`src/rtl/core/kpa_pkg.sv`:
```
// ----------------------------------------------------------------------------
// kpa_pkg
// Shared types and constants for the keypad press / auto-repeat block.
// ----------------------------------------------------------------------------
package kpa_pkg;

    // Key vectors are always carried at full matrix width (8 x 8)
    localparam int KEY_VEC_W = 64;
    localparam int KEY_IDX_W = 6;
    localparam int KEY_MAX   = 64;
    localparam int ROW_W     = 3;
    localparam int COL_W     = 3;
    localparam int TICK_W    = 32;
    localparam int DELAY_W   = 31;

    // Stream payload widths
    localparam int S_TDATA_W = 104;
    localparam int M_TDATA_W = 8;

    // Configuration register indexes
    localparam int            CFG_IDX_W           = 2;
    localparam logic [1:0]    CFG_INITIAL_DELAY   = 2'd0;
    localparam logic [1:0]    CFG_REPEAT_INTERVAL = 2'd1;
    localparam logic [1:0]    CFG_REPEAT_KEY_MASK = 2'd2;

    localparam logic [DELAY_W-1:0]   RST_INITIAL_DELAY   = 31'd500;
    localparam logic [DELAY_W-1:0]   RST_REPEAT_INTERVAL = 31'd100;
    localparam logic [KEY_VEC_W-1:0] RST_REPEAT_KEY_MASK = 64'h0000_0000_0018_1800;

    // Request kinds
    typedef enum logic [1:0] {
        REQ_UI_SCAN    = 2'd0,
        REQ_GAME_SCAN  = 2'd1,
        REQ_CLR_UI     = 2'd2,
        REQ_CLR_GAME   = 2'd3
    } kpa_req_t;

    // One queued request
    typedef struct packed {
        kpa_req_t               req;
        logic [KEY_VEC_W-1:0]   matrix;
        logic                   modifier_on;
        logic [TICK_W-1:0]      tick_now;
    } kpa_item_t;

    // Live configuration
    typedef struct packed {
        logic [DELAY_W-1:0]     initial_delay;
        logic [DELAY_W-1:0]     repeat_interval;
        logic [KEY_VEC_W-1:0]   repeat_key_mask;
    } kpa_cfg_t;

endpackage

```
`src/rtl/core/kpa_front.sv`:
```
// ----------------------------------------------------------------------------
// kpa_front
// Accepts request beats, masks the key matrix to the populated key space
// and holds them in a two-entry queue for the key walker.
// ----------------------------------------------------------------------------
module kpa_front #(
    parameter int NUM_KEYS = 64
) (
    input  logic                          clk,
    input  logic                          rst_n,
    input  logic                          s_tvalid,
    output logic                          s_tready,
    // [63:0] key_matrix, [64] modifier_on, [96:65] tick_now, rest zero
    input  logic [kpa_pkg::S_TDATA_W-1:0] s_tdata,
    // [1:0] req_type
    input  logic [1:0]                    s_tuser,
    output logic                          q_valid,
    input  logic                          q_ready,
    output kpa_pkg::kpa_item_t            q_item
);
    import kpa_pkg::*;

    localparam logic [KEY_VEC_W-1:0] KEY_SPACE =
        (NUM_KEYS >= KEY_MAX) ? {KEY_VEC_W{1'b1}}
                              : ((KEY_VEC_W'(1) << NUM_KEYS) - KEY_VEC_W'(1));

    kpa_item_t   q_mem_reg [2];
    logic        wr_ptr_reg, wr_ptr_next;
    logic        rd_ptr_reg, rd_ptr_next;
    logic [1:0]  count_reg, count_next;
    logic        push, pop;
    kpa_item_t   in_item;

    // Unpack and classify the incoming beat
    always_comb
    begin
        in_item.req         = kpa_req_t'(s_tuser);
        in_item.matrix      = s_tdata[63:0] & KEY_SPACE;
        in_item.modifier_on = s_tdata[64];
        in_item.tick_now    = s_tdata[96:65];
    end

    assign s_tready = (count_reg != 2'd2);
    assign q_valid  = (count_reg != 2'd0);
    assign q_item   = q_mem_reg[rd_ptr_reg];
    assign push     = s_tvalid && s_tready;
    assign pop      = q_valid && q_ready;

    // Queue pointers
    always_comb
    begin
        wr_ptr_next = push ? ~wr_ptr_reg : wr_ptr_reg;
        rd_ptr_next = pop  ? ~rd_ptr_reg : rd_ptr_reg;
        count_next  = count_reg;
        if (push && !pop)
        begin
            count_next = count_reg + 2'd1;
        end
        else if (pop && !push)
        begin
            count_next = count_reg - 2'd1;
        end
    end

    always_ff @(posedge clk or negedge rst_n)
    begin
        if (!rst_n)
        begin
            wr_ptr_reg <= 1'b0;
            rd_ptr_reg <= 1'b0;
            count_reg  <= 2'd0;
        end
        else
        begin
            wr_ptr_reg <= wr_ptr_next;
            rd_ptr_reg <= rd_ptr_next;
            count_reg  <= count_next;
        end
    end

    // Queue storage
    always_ff @(posedge clk)
    begin
        if (push)
        begin
            q_mem_reg[wr_ptr_reg] <= in_item;
        end
    end

endmodule

```
`src/rtl/core/kpa_back.sv`:
```
// ----------------------------------------------------------------------------
// kpa_back
// Key walker: takes one request from the queue, walks the keys in row-major
// order (one per cycle unless the output stalls) against the held / armed
// state and deadline memory, and emits press beats via an output register.
// ----------------------------------------------------------------------------
module kpa_back #(
    parameter int ROWS = 8,
    parameter int COLS = 8
) (
    input  logic                          clk,
    input  logic                          rst_n,
    input  kpa_pkg::kpa_cfg_t             cfg,
    input  logic                          q_valid,
    output logic                          q_ready,
    input  kpa_pkg::kpa_item_t            q_item,
    output logic                          m_tvalid,
    input  logic                          m_tready,
    // [2:0] press_row, [5:3] press_col, [6] any_ui_held, [7] zero
    output logic [kpa_pkg::M_TDATA_W-1:0] m_tdata,
    // [0] press_valid
    output logic                          m_tuser,
    output logic                          m_tlast
);
    import kpa_pkg::*;

    localparam logic [ROW_W-1:0] LAST_ROW = ROW_W'(ROWS - 1);
    localparam logic [COL_W-1:0] LAST_COL = COL_W'(COLS - 1);

    typedef enum logic [1:0] {
        ST_IDLE,
        ST_RUN,
        ST_FLUSH
    } state_t;

    state_t                 state_reg, state_next;

    // Held / armed state
    logic [KEY_VEC_W-1:0]   ui_held_reg, ui_held_next;
    logic [KEY_VEC_W-1:0]   game_held_reg, game_held_next;
    logic [KEY_VEC_W-1:0]   armed_reg, armed_next;
    logic [KEY_VEC_W-1:0]   dvalid_reg, dvalid_next;

    // Current request
    kpa_item_t              item_reg, item_next;
    logic                   any_reg, any_next;

    // Read side of the walk
    logic [KEY_IDX_W-1:0]   rd_idx_reg, rd_idx_next;
    logic [ROW_W-1:0]       rd_row_reg, rd_row_next;
    logic [COL_W-1:0]       rd_col_reg, rd_col_next;
    logic                   rd_more_reg, rd_more_next;

    // Evaluate side of the walk
    logic                   ev_valid_reg, ev_valid_next;
    logic [KEY_IDX_W-1:0]   ev_idx_reg, ev_idx_next;
    logic [ROW_W-1:0]       ev_row_reg, ev_row_next;
    logic [COL_W-1:0]       ev_col_reg, ev_col_next;

    // Held-back press, so the final one can carry tlast
    logic                   pend_valid_reg, pend_valid_next;
    logic [ROW_W-1:0]       pend_row_reg, pend_row_next;
    logic [COL_W-1:0]       pend_col_reg, pend_col_next;

    // Output register
    logic                   out_valid_reg, out_valid_next;
    logic                   out_press_reg, out_press_next;
    logic [ROW_W-1:0]       out_row_reg, out_row_next;
    logic [COL_W-1:0]       out_col_reg, out_col_next;
    logic                   out_last_reg, out_last_next;
    logic                   out_any_reg, out_any_next;

    // Deadline memory
    logic [TICK_W-1:0]      dl_mem [KEY_MAX];
    logic [TICK_W-1:0]      rdata_reg;
    logic                   mem_re, mem_we;
    logic [TICK_W-1:0]      mem_wdata;

    // Per-key evaluation
    logic                   adv;
    logic                   k_down, k_held, k_armed, k_mask;
    logic [TICK_W-1:0]      k_deadline, k_diff;
    logic                   k_emit, k_write, k_arm_set, k_arm_clr;

    assign adv      = !(out_valid_reg && !m_tready);
    assign q_ready  = (state_reg == ST_IDLE);

    assign m_tvalid = out_valid_reg;
    assign m_tuser  = out_press_reg;
    assign m_tlast  = out_last_reg;
    assign m_tdata  = {1'b0, out_any_reg, out_col_reg, out_row_reg};

    // Decide what happens to the key under evaluation
    always_comb
    begin
        k_down     = item_reg.matrix[ev_idx_reg];
        k_held     = ui_held_reg[ev_idx_reg];
        k_armed    = armed_reg[ev_idx_reg];
        k_mask     = cfg.repeat_key_mask[ev_idx_reg];
        k_deadline = dvalid_reg[ev_idx_reg] ? rdata_reg : '0;
        k_diff     = item_reg.tick_now - k_deadline;
        k_emit     = 1'b0;
        k_write    = 1'b0;
        k_arm_set  = 1'b0;
        k_arm_clr  = 1'b0;
        mem_wdata  = item_reg.tick_now + {1'b0, cfg.initial_delay};
        if (item_reg.req == REQ_GAME_SCAN)
        begin
            k_emit = k_down && !game_held_reg[ev_idx_reg];
        end
        else if (k_down && !k_held)
        begin
            // new key-down: arm if repeatable, start the initial delay
            k_arm_set = k_mask && !item_reg.modifier_on;
            k_arm_clr = !k_arm_set;
            k_write   = 1'b1;
            k_emit    = 1'b1;
        end
        else if (k_down && k_armed)
        begin
            if (item_reg.modifier_on)
            begin
                k_arm_clr = 1'b1;
            end
            else if (!k_diff[TICK_W-1])
            begin
                k_emit    = 1'b1;
                k_write   = 1'b1;
                mem_wdata = item_reg.tick_now + {1'b0, cfg.repeat_interval};
            end
        end
        else if (!k_down)
        begin
            k_arm_clr = 1'b1;
        end
    end

    assign mem_re = (state_reg == ST_RUN) && adv && rd_more_reg;
    assign mem_we = (state_reg == ST_RUN) && adv && ev_valid_reg && k_write;

    // Sequencer next state
    always_comb
    begin
        state_next      = state_reg;
        ui_held_next    = ui_held_reg;
        game_held_next  = game_held_reg;
        armed_next      = armed_reg;
        dvalid_next     = dvalid_reg;
        item_next       = item_reg;
        any_next        = any_reg;
        rd_idx_next     = rd_idx_reg;
        rd_row_next     = rd_row_reg;
        rd_col_next     = rd_col_reg;
        rd_more_next    = rd_more_reg;
        ev_valid_next   = ev_valid_reg;
        ev_idx_next     = ev_idx_reg;
        ev_row_next     = ev_row_reg;
        ev_col_next     = ev_col_reg;
        pend_valid_next = pend_valid_reg;
        pend_row_next   = pend_row_reg;
        pend_col_next   = pend_col_reg;
        out_valid_next  = out_valid_reg && !m_tready;
        out_press_next  = out_press_reg;
        out_row_next    = out_row_reg;
        out_col_next    = out_col_reg;
        out_last_next   = out_last_reg;
        out_any_next    = out_any_reg;

        case (state_reg)
            ST_IDLE:
            begin
                if (q_valid)
                begin
                    item_next       = q_item;
                    pend_valid_next = 1'b0;
                    rd_idx_next     = '0;
                    rd_row_next     = '0;
                    rd_col_next     = '0;
                    rd_more_next    = 1'b1;
                    ev_valid_next   = 1'b0;
                    case (q_item.req)
                        REQ_UI_SCAN:
                        begin
                            any_next   = |q_item.matrix;
                            state_next = ST_RUN;
                        end
                        REQ_GAME_SCAN:
                        begin
                            any_next   = |ui_held_reg;
                            state_next = ST_RUN;
                        end
                        REQ_CLR_UI:
                        begin
                            ui_held_next = '0;
                            armed_next   = '0;
                            dvalid_next  = '0;
                            any_next     = 1'b0;
                            state_next   = ST_FLUSH;
                        end
                        default:
                        begin
                            game_held_next = '0;
                            any_next       = |ui_held_reg;
                            state_next     = ST_FLUSH;
                        end
                    endcase
                end
            end

            ST_RUN:
            begin
                if (adv)
                begin
                    // issue the next read
                    if (rd_more_reg)
                    begin
                        ev_valid_next = 1'b1;
                        ev_idx_next   = rd_idx_reg;
                        ev_row_next   = rd_row_reg;
                        ev_col_next   = rd_col_reg;
                        rd_idx_next   = rd_idx_reg + KEY_IDX_W'(1);
                        if (rd_col_reg == LAST_COL)
                        begin
                            rd_col_next = '0;
                            if (rd_row_reg == LAST_ROW)
                            begin
                                rd_more_next = 1'b0;
                            end
                            else
                            begin
                                rd_row_next = rd_row_reg + ROW_W'(1);
                            end
                        end
                        else
                        begin
                            rd_col_next = rd_col_reg + COL_W'(1);
                        end
                    end
                    else
                    begin
                        ev_valid_next = 1'b0;
                    end

                    // evaluate the key whose deadline read has arrived
                    if (ev_valid_reg)
                    begin
                        if (k_arm_set)
                        begin
                            armed_next[ev_idx_reg] = 1'b1;
                        end
                        if (k_arm_clr)
                        begin
                            armed_next[ev_idx_reg] = 1'b0;
                        end
                        if (k_write)
                        begin
                            dvalid_next[ev_idx_reg] = 1'b1;
                        end
                        if (k_emit)
                        begin
                            if (pend_valid_reg)
                            begin
                                out_valid_next = 1'b1;
                                out_press_next = 1'b1;
                                out_row_next   = pend_row_reg;
                                out_col_next   = pend_col_reg;
                                out_last_next  = 1'b0;
                                out_any_next   = any_reg;
                            end
                            pend_valid_next = 1'b1;
                            pend_row_next   = ev_row_reg;
                            pend_col_next   = ev_col_reg;
                        end
                        if (!rd_more_reg)
                        begin
                            state_next = ST_FLUSH;
                        end
                    end
                end
            end

            ST_FLUSH:
            begin
                if (adv)
                begin
                    // final beat: the held-back press, or a no-press beat
                    out_valid_next = 1'b1;
                    out_press_next = pend_valid_reg;
                    out_row_next   = pend_valid_reg ? pend_row_reg : '0;
                    out_col_next   = pend_valid_reg ? pend_col_reg : '0;
                    out_last_next  = 1'b1;
                    out_any_next   = any_reg;
                    if (item_reg.req == REQ_UI_SCAN)
                    begin
                        ui_held_next = item_reg.matrix;
                    end
                    else if (item_reg.req == REQ_GAME_SCAN)
                    begin
                        game_held_next = item_reg.matrix;
                    end
                    state_next = ST_IDLE;
                end
            end

            default:
            begin
                state_next = ST_IDLE;
            end
        endcase
    end

    // Control state and output register
    always_ff @(posedge clk or negedge rst_n)
    begin
        if (!rst_n)
        begin
            state_reg      <= ST_IDLE;
            ui_held_reg    <= '0;
            game_held_reg  <= '0;
            armed_reg      <= '0;
            dvalid_reg     <= '0;
            rd_more_reg    <= 1'b0;
            ev_valid_reg   <= 1'b0;
            pend_valid_reg <= 1'b0;
            out_valid_reg  <= 1'b0;
        end
        else
        begin
            state_reg      <= state_next;
            ui_held_reg    <= ui_held_next;
            game_held_reg  <= game_held_next;
            armed_reg      <= armed_next;
            dvalid_reg     <= dvalid_next;
            rd_more_reg    <= rd_more_next;
            ev_valid_reg   <= ev_valid_next;
            pend_valid_reg <= pend_valid_next;
            out_valid_reg  <= out_valid_next;
        end
    end

    // Payload registers
    always_ff @(posedge clk)
    begin
        item_reg      <= item_next;
        any_reg       <= any_next;
        rd_idx_reg    <= rd_idx_next;
        rd_row_reg    <= rd_row_next;
        rd_col_reg    <= rd_col_next;
        ev_idx_reg    <= ev_idx_next;
        ev_row_reg    <= ev_row_next;
        ev_col_reg    <= ev_col_next;
        pend_row_reg  <= pend_row_next;
        pend_col_reg  <= pend_col_next;
        out_press_reg <= out_press_next;
        out_row_reg   <= out_row_next;
        out_col_reg   <= out_col_next;
        out_last_reg  <= out_last_next;
        out_any_reg   <= out_any_next;
    end

    // Deadline memory, one write and one registered read per cycle
    always_ff @(posedge clk)
    begin
        if (mem_we)
        begin
            dl_mem[ev_idx_reg] <= mem_wdata;
        end
        if (mem_re)
        begin
            rdata_reg <= dl_mem[rd_idx_reg];
        end
    end

endmodule

```
`src/rtl/core/keypad_press_autorepeat.sv`:
```
// ----------------------------------------------------------------------------
// keypad_press_autorepeat
// Keypad press detector with typematic auto-repeat for UI scans and plain
// edge detection for game scans.
// ----------------------------------------------------------------------------
// Usage:
//   s_* carries one request per beat: a full key matrix scan (UI or game),
//   or a request to clear the UI or game held state. req_type rides on
//   s_tuser. m_* returns one beat per key press event, in row-major key
//   order; m_tlast marks the final beat of a request. A request with no
//   press returns a single beat with m_tuser (press_valid) low.
//   cfg_* writes initial_delay (0), repeat_interval (1) and
//   repeat_key_mask (2); write it only while the block is idle.
//   The key walker visits one key per cycle while the output is not
//   stalled, with one registered deadline read and at most one deadline
//   write per cycle; a clear skips the walk. A two-deep request queue
//   accepts beats while a scan is walked. Each press is held back until
//   the next press or the end of the walk so the last one can carry
//   m_tlast.
//   Reset clears all held, armed and deadline state (per-entry valid bits)
//   and loads the default configuration. When m_tready is low the walker
//   freezes in place; no beat is dropped.
// ----------------------------------------------------------------------------
module keypad_press_autorepeat #(
    parameter int ROWS = 8,
    parameter int COLS = 8
) (
    input  logic                          clk,
    input  logic                          rst_n,
    // request channel
    input  logic                          s_tvalid,
    output logic                          s_tready,
    // [63:0] key_matrix, [64] modifier_on, [96:65] tick_now, [103:97] zero
    input  logic [kpa_pkg::S_TDATA_W-1:0] s_tdata,
    // [1:0] req_type
    input  logic [1:0]                    s_tuser,
    // press channel
    output logic                          m_tvalid,
    input  logic                          m_tready,
    // [2:0] press_row, [5:3] press_col, [6] any_ui_held, [7] zero
    output logic [kpa_pkg::M_TDATA_W-1:0] m_tdata,
    // [0] press_valid
    output logic                          m_tuser,
    // last_result
    output logic                          m_tlast,
    // configuration write channel
    input  logic                          cfg_valid,
    output logic                          cfg_ready,
    input  logic [kpa_pkg::CFG_IDX_W-1:0] cfg_index,
    input  logic [kpa_pkg::KEY_VEC_W-1:0] cfg_data
);
    import kpa_pkg::*;

    kpa_cfg_t   cfg_reg;
    logic       q_valid, q_ready;
    kpa_item_t  q_item;

    assign cfg_ready = 1'b1;

    // Configuration registers
    always_ff @(posedge clk or negedge rst_n)
    begin
        if (!rst_n)
        begin
            cfg_reg.initial_delay   <= RST_INITIAL_DELAY;
            cfg_reg.repeat_interval <= RST_REPEAT_INTERVAL;
            cfg_reg.repeat_key_mask <= RST_REPEAT_KEY_MASK;
        end
        else if (cfg_valid && cfg_ready)
        begin
            case (cfg_index)
                CFG_INITIAL_DELAY:   cfg_reg.initial_delay   <= cfg_data[DELAY_W-1:0];
                CFG_REPEAT_INTERVAL: cfg_reg.repeat_interval <= cfg_data[DELAY_W-1:0];
                CFG_REPEAT_KEY_MASK: cfg_reg.repeat_key_mask <= cfg_data;
                default:
                begin
                end
            endcase
        end
    end

    // Request intake and queue
    kpa_front #(
        .NUM_KEYS (ROWS * COLS)
    ) u_front (
        .clk      (clk),
        .rst_n    (rst_n),
        .s_tvalid (s_tvalid),
        .s_tready (s_tready),
        .s_tdata  (s_tdata),
        .s_tuser  (s_tuser),
        .q_valid  (q_valid),
        .q_ready  (q_ready),
        .q_item   (q_item)
    );

    // Key walker and press output
    kpa_back #(
        .ROWS (ROWS),
        .COLS (COLS)
    ) u_back (
        .clk      (clk),
        .rst_n    (rst_n),
        .cfg      (cfg_reg),
        .q_valid  (q_valid),
        .q_ready  (q_ready),
        .q_item   (q_item),
        .m_tvalid (m_tvalid),
        .m_tready (m_tready),
        .m_tdata  (m_tdata),
        .m_tuser  (m_tuser),
        .m_tlast  (m_tlast)
    );

endmodule

```
`config.mk`:
```
export PLATFORM = sky130hd
export DESIGN_NAME = keypad_press_autorepeat
export DESIGN_NICKNAME = d
export VERILOG_FILES = /design/src/rtl/core/kpa_pkg.sv /design/src/rtl/core/kpa_front.sv /design/src/rtl/core/kpa_back.sv /design/src/rtl/core/keypad_press_autorepeat.sv
export SDC_FILE = /design/constraint.sdc
export NUM_CORES = 2
export LEC_CHECK = 0
export ABC_AREA = 0
export ABC_CLOCK_PERIOD_IN_PS = 9200
export BUFFER_PORTS_ARGS = -buffer_cell sky130_fd_sc_hd__buf_4
export CORE_AREA = 2 2 549 551
export CTS_CLUSTER_SIZE = 8
export DETAILED_ROUTE_END_ITERATION = 16
export DIE_AREA = 0 0 551 553
export SETUP_SLACK_MARGIN = 0.3
export SLEW_MARGIN = 20
export SYNTH_ARGS = -nofsm -noshare
export SYNTH_HDL_FRONTEND = slang
export SYNTH_SLANG_ARGS = --single-unit
```
`constraint.sdc`:
```
create_clock -name clk -period 9.2 [get_ports clk]
set_input_delay 0.92 -clock clk [delete_from_list [all_inputs] [get_ports clk]]
set_output_delay 0.92 -clock clk [all_outputs]
set_load 0.01 [all_outputs]
```
==> metrics.md <==
| Metric | Value |
|---|---|
| Residual DRC count | `0` |
| Die X | `551 microns` |
| Status | `complete, no violations` |
| Multi-input logic area | `30050 sq um` |
| All-Layer GR Usage | `19.01%` |
| Clk slew on worst S/H paths | `0.06 ns` |
| CP Data Required Time | `9.71 ns` |
| Seq/Total Area, Yosys | `72.86%` |
| PortBufs | `180` |
| Syn. warnings | `0` |
| CTS tree | `done` |
| Worst-margin pin slew | `1.238 ns` |
| Net Sw Frac | `34.33%` |
| Inserted Clock Buffers | `394` |
| Crit path DAT | `8.43 ns` |
| FFs w/ async S/R, synth | `13.96%` |
| Largest net degree at the start of global routing | `187` |
| Max Clock Freq | `126.2 MHz` |
| Nets | `6578` |
| Htree depth | `5` |
| P_sw | `0.01667 W` |
| Clock power frac | `26.5%` |
| Row count | `201` |
| Yosys reg bits | `2809` |
| I/O pin cnt | `190` |
| P_leak | `43.04 nW` |
| Fin Setup TNS | `0 ns` |
| Register-to-Register Path Depth | `22` |
| FF/Latch Area | `82410 sq um` |
| VDD IR max | `0.4318 mV` |
| Internal power | `0.03189 W` |
| Final period util | `86.13%` |
| Clock root buffer | `clkbuf_16` |
| Setup Fix Bufs, Post-CTS | `0` |
| Synthesized area per cell | `19.25 sq um` |
| Share of layout cells above drive strength 1 | `29.28%` |
| Fin area | `131300 sq um` |
| Initial antenna violation count | `21` |
| DIE AREA | `304700 sq um` |
| Gate power share | `33.1%` |
| Mapped Nets | `6155` |
| Post-Syn Instances | `5875` |
| Pwr Density | `370.0 nW/um^2` |
| DPL Wire Length | `183800 microns` |
| Worst-path maximum fanout | `32` |
| Clk_skew | `0.08886 ns` |
| Flop pwr share | `40.4%` |
| Yosys cell types | `85` |
| Clock tree buffer depth | `4` |
| Post-DP Area | `120400 sq um` |
| Setup crit end kind | `register` |
| Cts-stage hold buffer count | `0` |
| Post-route ant nets | `0` |
| CTS resizes | `0` |
| Setup Crit Path Kind | `register to register` |
| Fillers | `25430` |
| Relative slew slack | `17.49%` |
| WL/cell | `28.38 microns` |
| Number of flip-flops in the largest register | `2048` |
| Top_reg_cell synth | `edfxtp_1` |
| Post-synth EDFFs | `2417` |
| Clock sink count | `2809` |
| Area Overhead vs Synth | `16.06%` |
| Final hold viol count | `0` |
| Vias | `59450` |
| Initial DRC Count | `6931` |
| Final setup margin | `1.276 ns` |
| Hold Crit Class | `input port to async pin` |
| Minimum clock period | `7.924 ns` |
| Worst slack, placed | `1.328 ns` |
| Startpoint types | `register` |
| Iteration count of the initial detailed-routing pass | `5` |
| Starting Density | `37.86%` |
| Max-cap viol count | `0` |
| Vias in the first global route | `59470` |
| RSZ-0062 raised after global routing | `no` |
| Die extent in y | `553 microns` |
| Vias/cell | `5.733` |
| Final GP Congestion | `0.8691` |
| Routed wire length | `294300 microns` |
| Core area | `298800 sq um` |
| Clk Latency, worst-skew pair | `0.93 ns` |
| Slew Limit Fails | `0` |
| Overflow after GRT | `0` |
| Post-Synthesis Cell Area | `113100 sq um` |
| Final setup violation count | `0` |
| First-pass GRT wire length | `425400 microns` |
==> power by group through the flow <==
stage                     logic, W  clock network, W  registers (W)
final                       0.0161            0.0129         0.0196
after global routing        0.0172            0.0136         0.0197
after CTS                   0.0161            0.0131         0.0196
after detailed placement    0.0160                 0         0.0198
after global placement      0.0156                 0         0.0198
after floorplan            0.00950                 0         0.0198
==> layout make-up <==
cell class,count,area share (%)
timing repair buffer,359,2.320
clock buffer,487,7.889
clock inverter,18,0.2535
inverter,29,0.08483
tap,3958,3.772
antenna,5,0.009531
sequential,2809,62.78
multi-input combinational,2705,22.89
==> Yosys cell counts (all sizes together) (8+ instances only) <==
cell type,number,area share [%]
dfrtp,379,8.4
nor3,18,0.080
a211oi,18,0.12
mux2i,36,0.32
nand2,446,1.5
and3,14,0.077
or3,10,0.055
ha,101,1.1
nand3b,8,0.053
and3b,10,0.077
nor3b,9,0.064
nor2b,19,0.11
a21oi,88,0.41
a31oi,13,0.072
nand2b,19,0.11
mux2,258,2.6
o211ai,72,0.48
xor2,28,0.22
nor2,144,0.48
a221oi,34,0.26
a22oi,37,0.25
edfxtp,2417,64
dfstp,13,0.30
o21a,21,0.14
xnor2,33,0.26
o22ai,14,0.077
and2,19,0.11
o21ai,324,1.4
mux4,701,14
nor4,38,0.22
clkbuf,208,0.69
nand3,25,0.12
inv,29,0.096
a21o,24,0.16
buf,124,0.57
nand4,20,0.11
==> worst max-delay path, cell delays in order (launching register included) <==
cell       delay, ns
edfxtp_1        0.71
buf_4           0.42
buf_4           0.25
mux2i_1         0.20
a211oi_1        0.09
a211oi_1        0.49
o22ai_1         0.16
or4_1           0.84
nand2_1         0.19
ha_1            0.26
a21o_1          0.16
a21o_1          0.17
a21o_1          0.18
a2111oi_0       0.41
buf_4           0.19
and4_1          0.19
o2bb2ai_1       0.24
xor2_1          0.25
o21ai_2         0.26
nand3_4         0.53
buf_12          0.44
nor2_4          0.14
buf_4           0.58
==> placed cells by master (no fill, tap or decap), types with 10 or more instances in the layout <==
master,instances
o21ai_0,306
ha_1,100
nand4_1,20
dfstp_2,13
a221oi_1,34
dfrtp_1,378
o21ai_4,13
mux2_2,256
and3_1,13
mux2i_1,31
buf_4,331
and2_1,18
nor3_1,17
nand2b_1,19
nand3_1,21
buf_12,22
a211oi_1,18
clkbuf_16,400
a21o_1,24
a21oi_4,10
a21oi_1,78
edfxtp_1,2417
a22oi_1,37
xnor2_1,32
clkbuf_1,85
nor2b_1,18
o22ai_1,14
o21a_1,21
nor2_4,66
nor4_1,37
mux4_2,701
inv_1,27
nor2_1,77
xor2_1,28
a31oi_1,13
nand2_1,445
o211ai_1,72
and3b_1,10
==> kinds of logic after synthesis <==
kind of cell               after synthesis  share of synthesized area [%]
buffers and inverters                  361                          1.358
AOI/OAI and AO/OA                      726                          4.043
other                                    2                       0.006640
and+or+nand+nor                        818                          3.264
muxes                                  995                          16.85
xor gates and xnor gates                61                         0.4724
DFF                                   2809                          72.86
adders and majority gates              103                          1.153
==> per-stage QoR <==
step / cells / power, W / hold WS (ns) / utilization, %
2_1_floorplan: 5875 / 0.02925 / 0.4003 / -
3_3_place_gp: 9848 / 0.03542 / 0.4085 / 40.26
3_5_place_dp: 9856 / 0.03579 / 0.4045 / 40.31
4_1_cts: 10360 / 0.04875 / 0.04374 / 43.89
5_1_grt: 10370 / 0.05045 / 0.08976 / 43.93
6_report: 10370 / 0.04857 / 0.07942 / 43.94
==> path summary, 6_finish.rpt <==
check	startpoint	endpoint	slack (ns)
max	u_back.ev_idx_reg[1]	u_back.dl_mem[38][17]	1.28
min	rst_n	cfg_reg[13]	0.08
max reg2reg	u_back.ev_idx_reg[1]	u_back.dl_mem[38][17]	1.28
min reg2reg	u_back.ev_col_reg[2]	u_back.pend_col_reg[2]	0.42
max in group asynchronous	rst_n	u_back.dvalid_reg[61]	7.64
min in group clk	s_tdata[42]	u_front.q_mem_reg[1][75]	0.20
==> metal layers <==
| metal | routed length [microns] | part of all wire, % | up-vias | track usage [%] |
|---|---|---|---|---|
| met5 | 0 | 0 | - | 0 |
| met3 | 24850 | 8.4 | 406 | 3.936 |
| met1 | 133100 | 45 | 31780 | 29.16 |
| met2 | 130200 | 44 | 2571 | 27.68 |
| li1 | - | - | 24700 | - |
| met4 | 6171 | 2.1 | 0 | 4.460 |
Power figures use the tool's default switching activity.
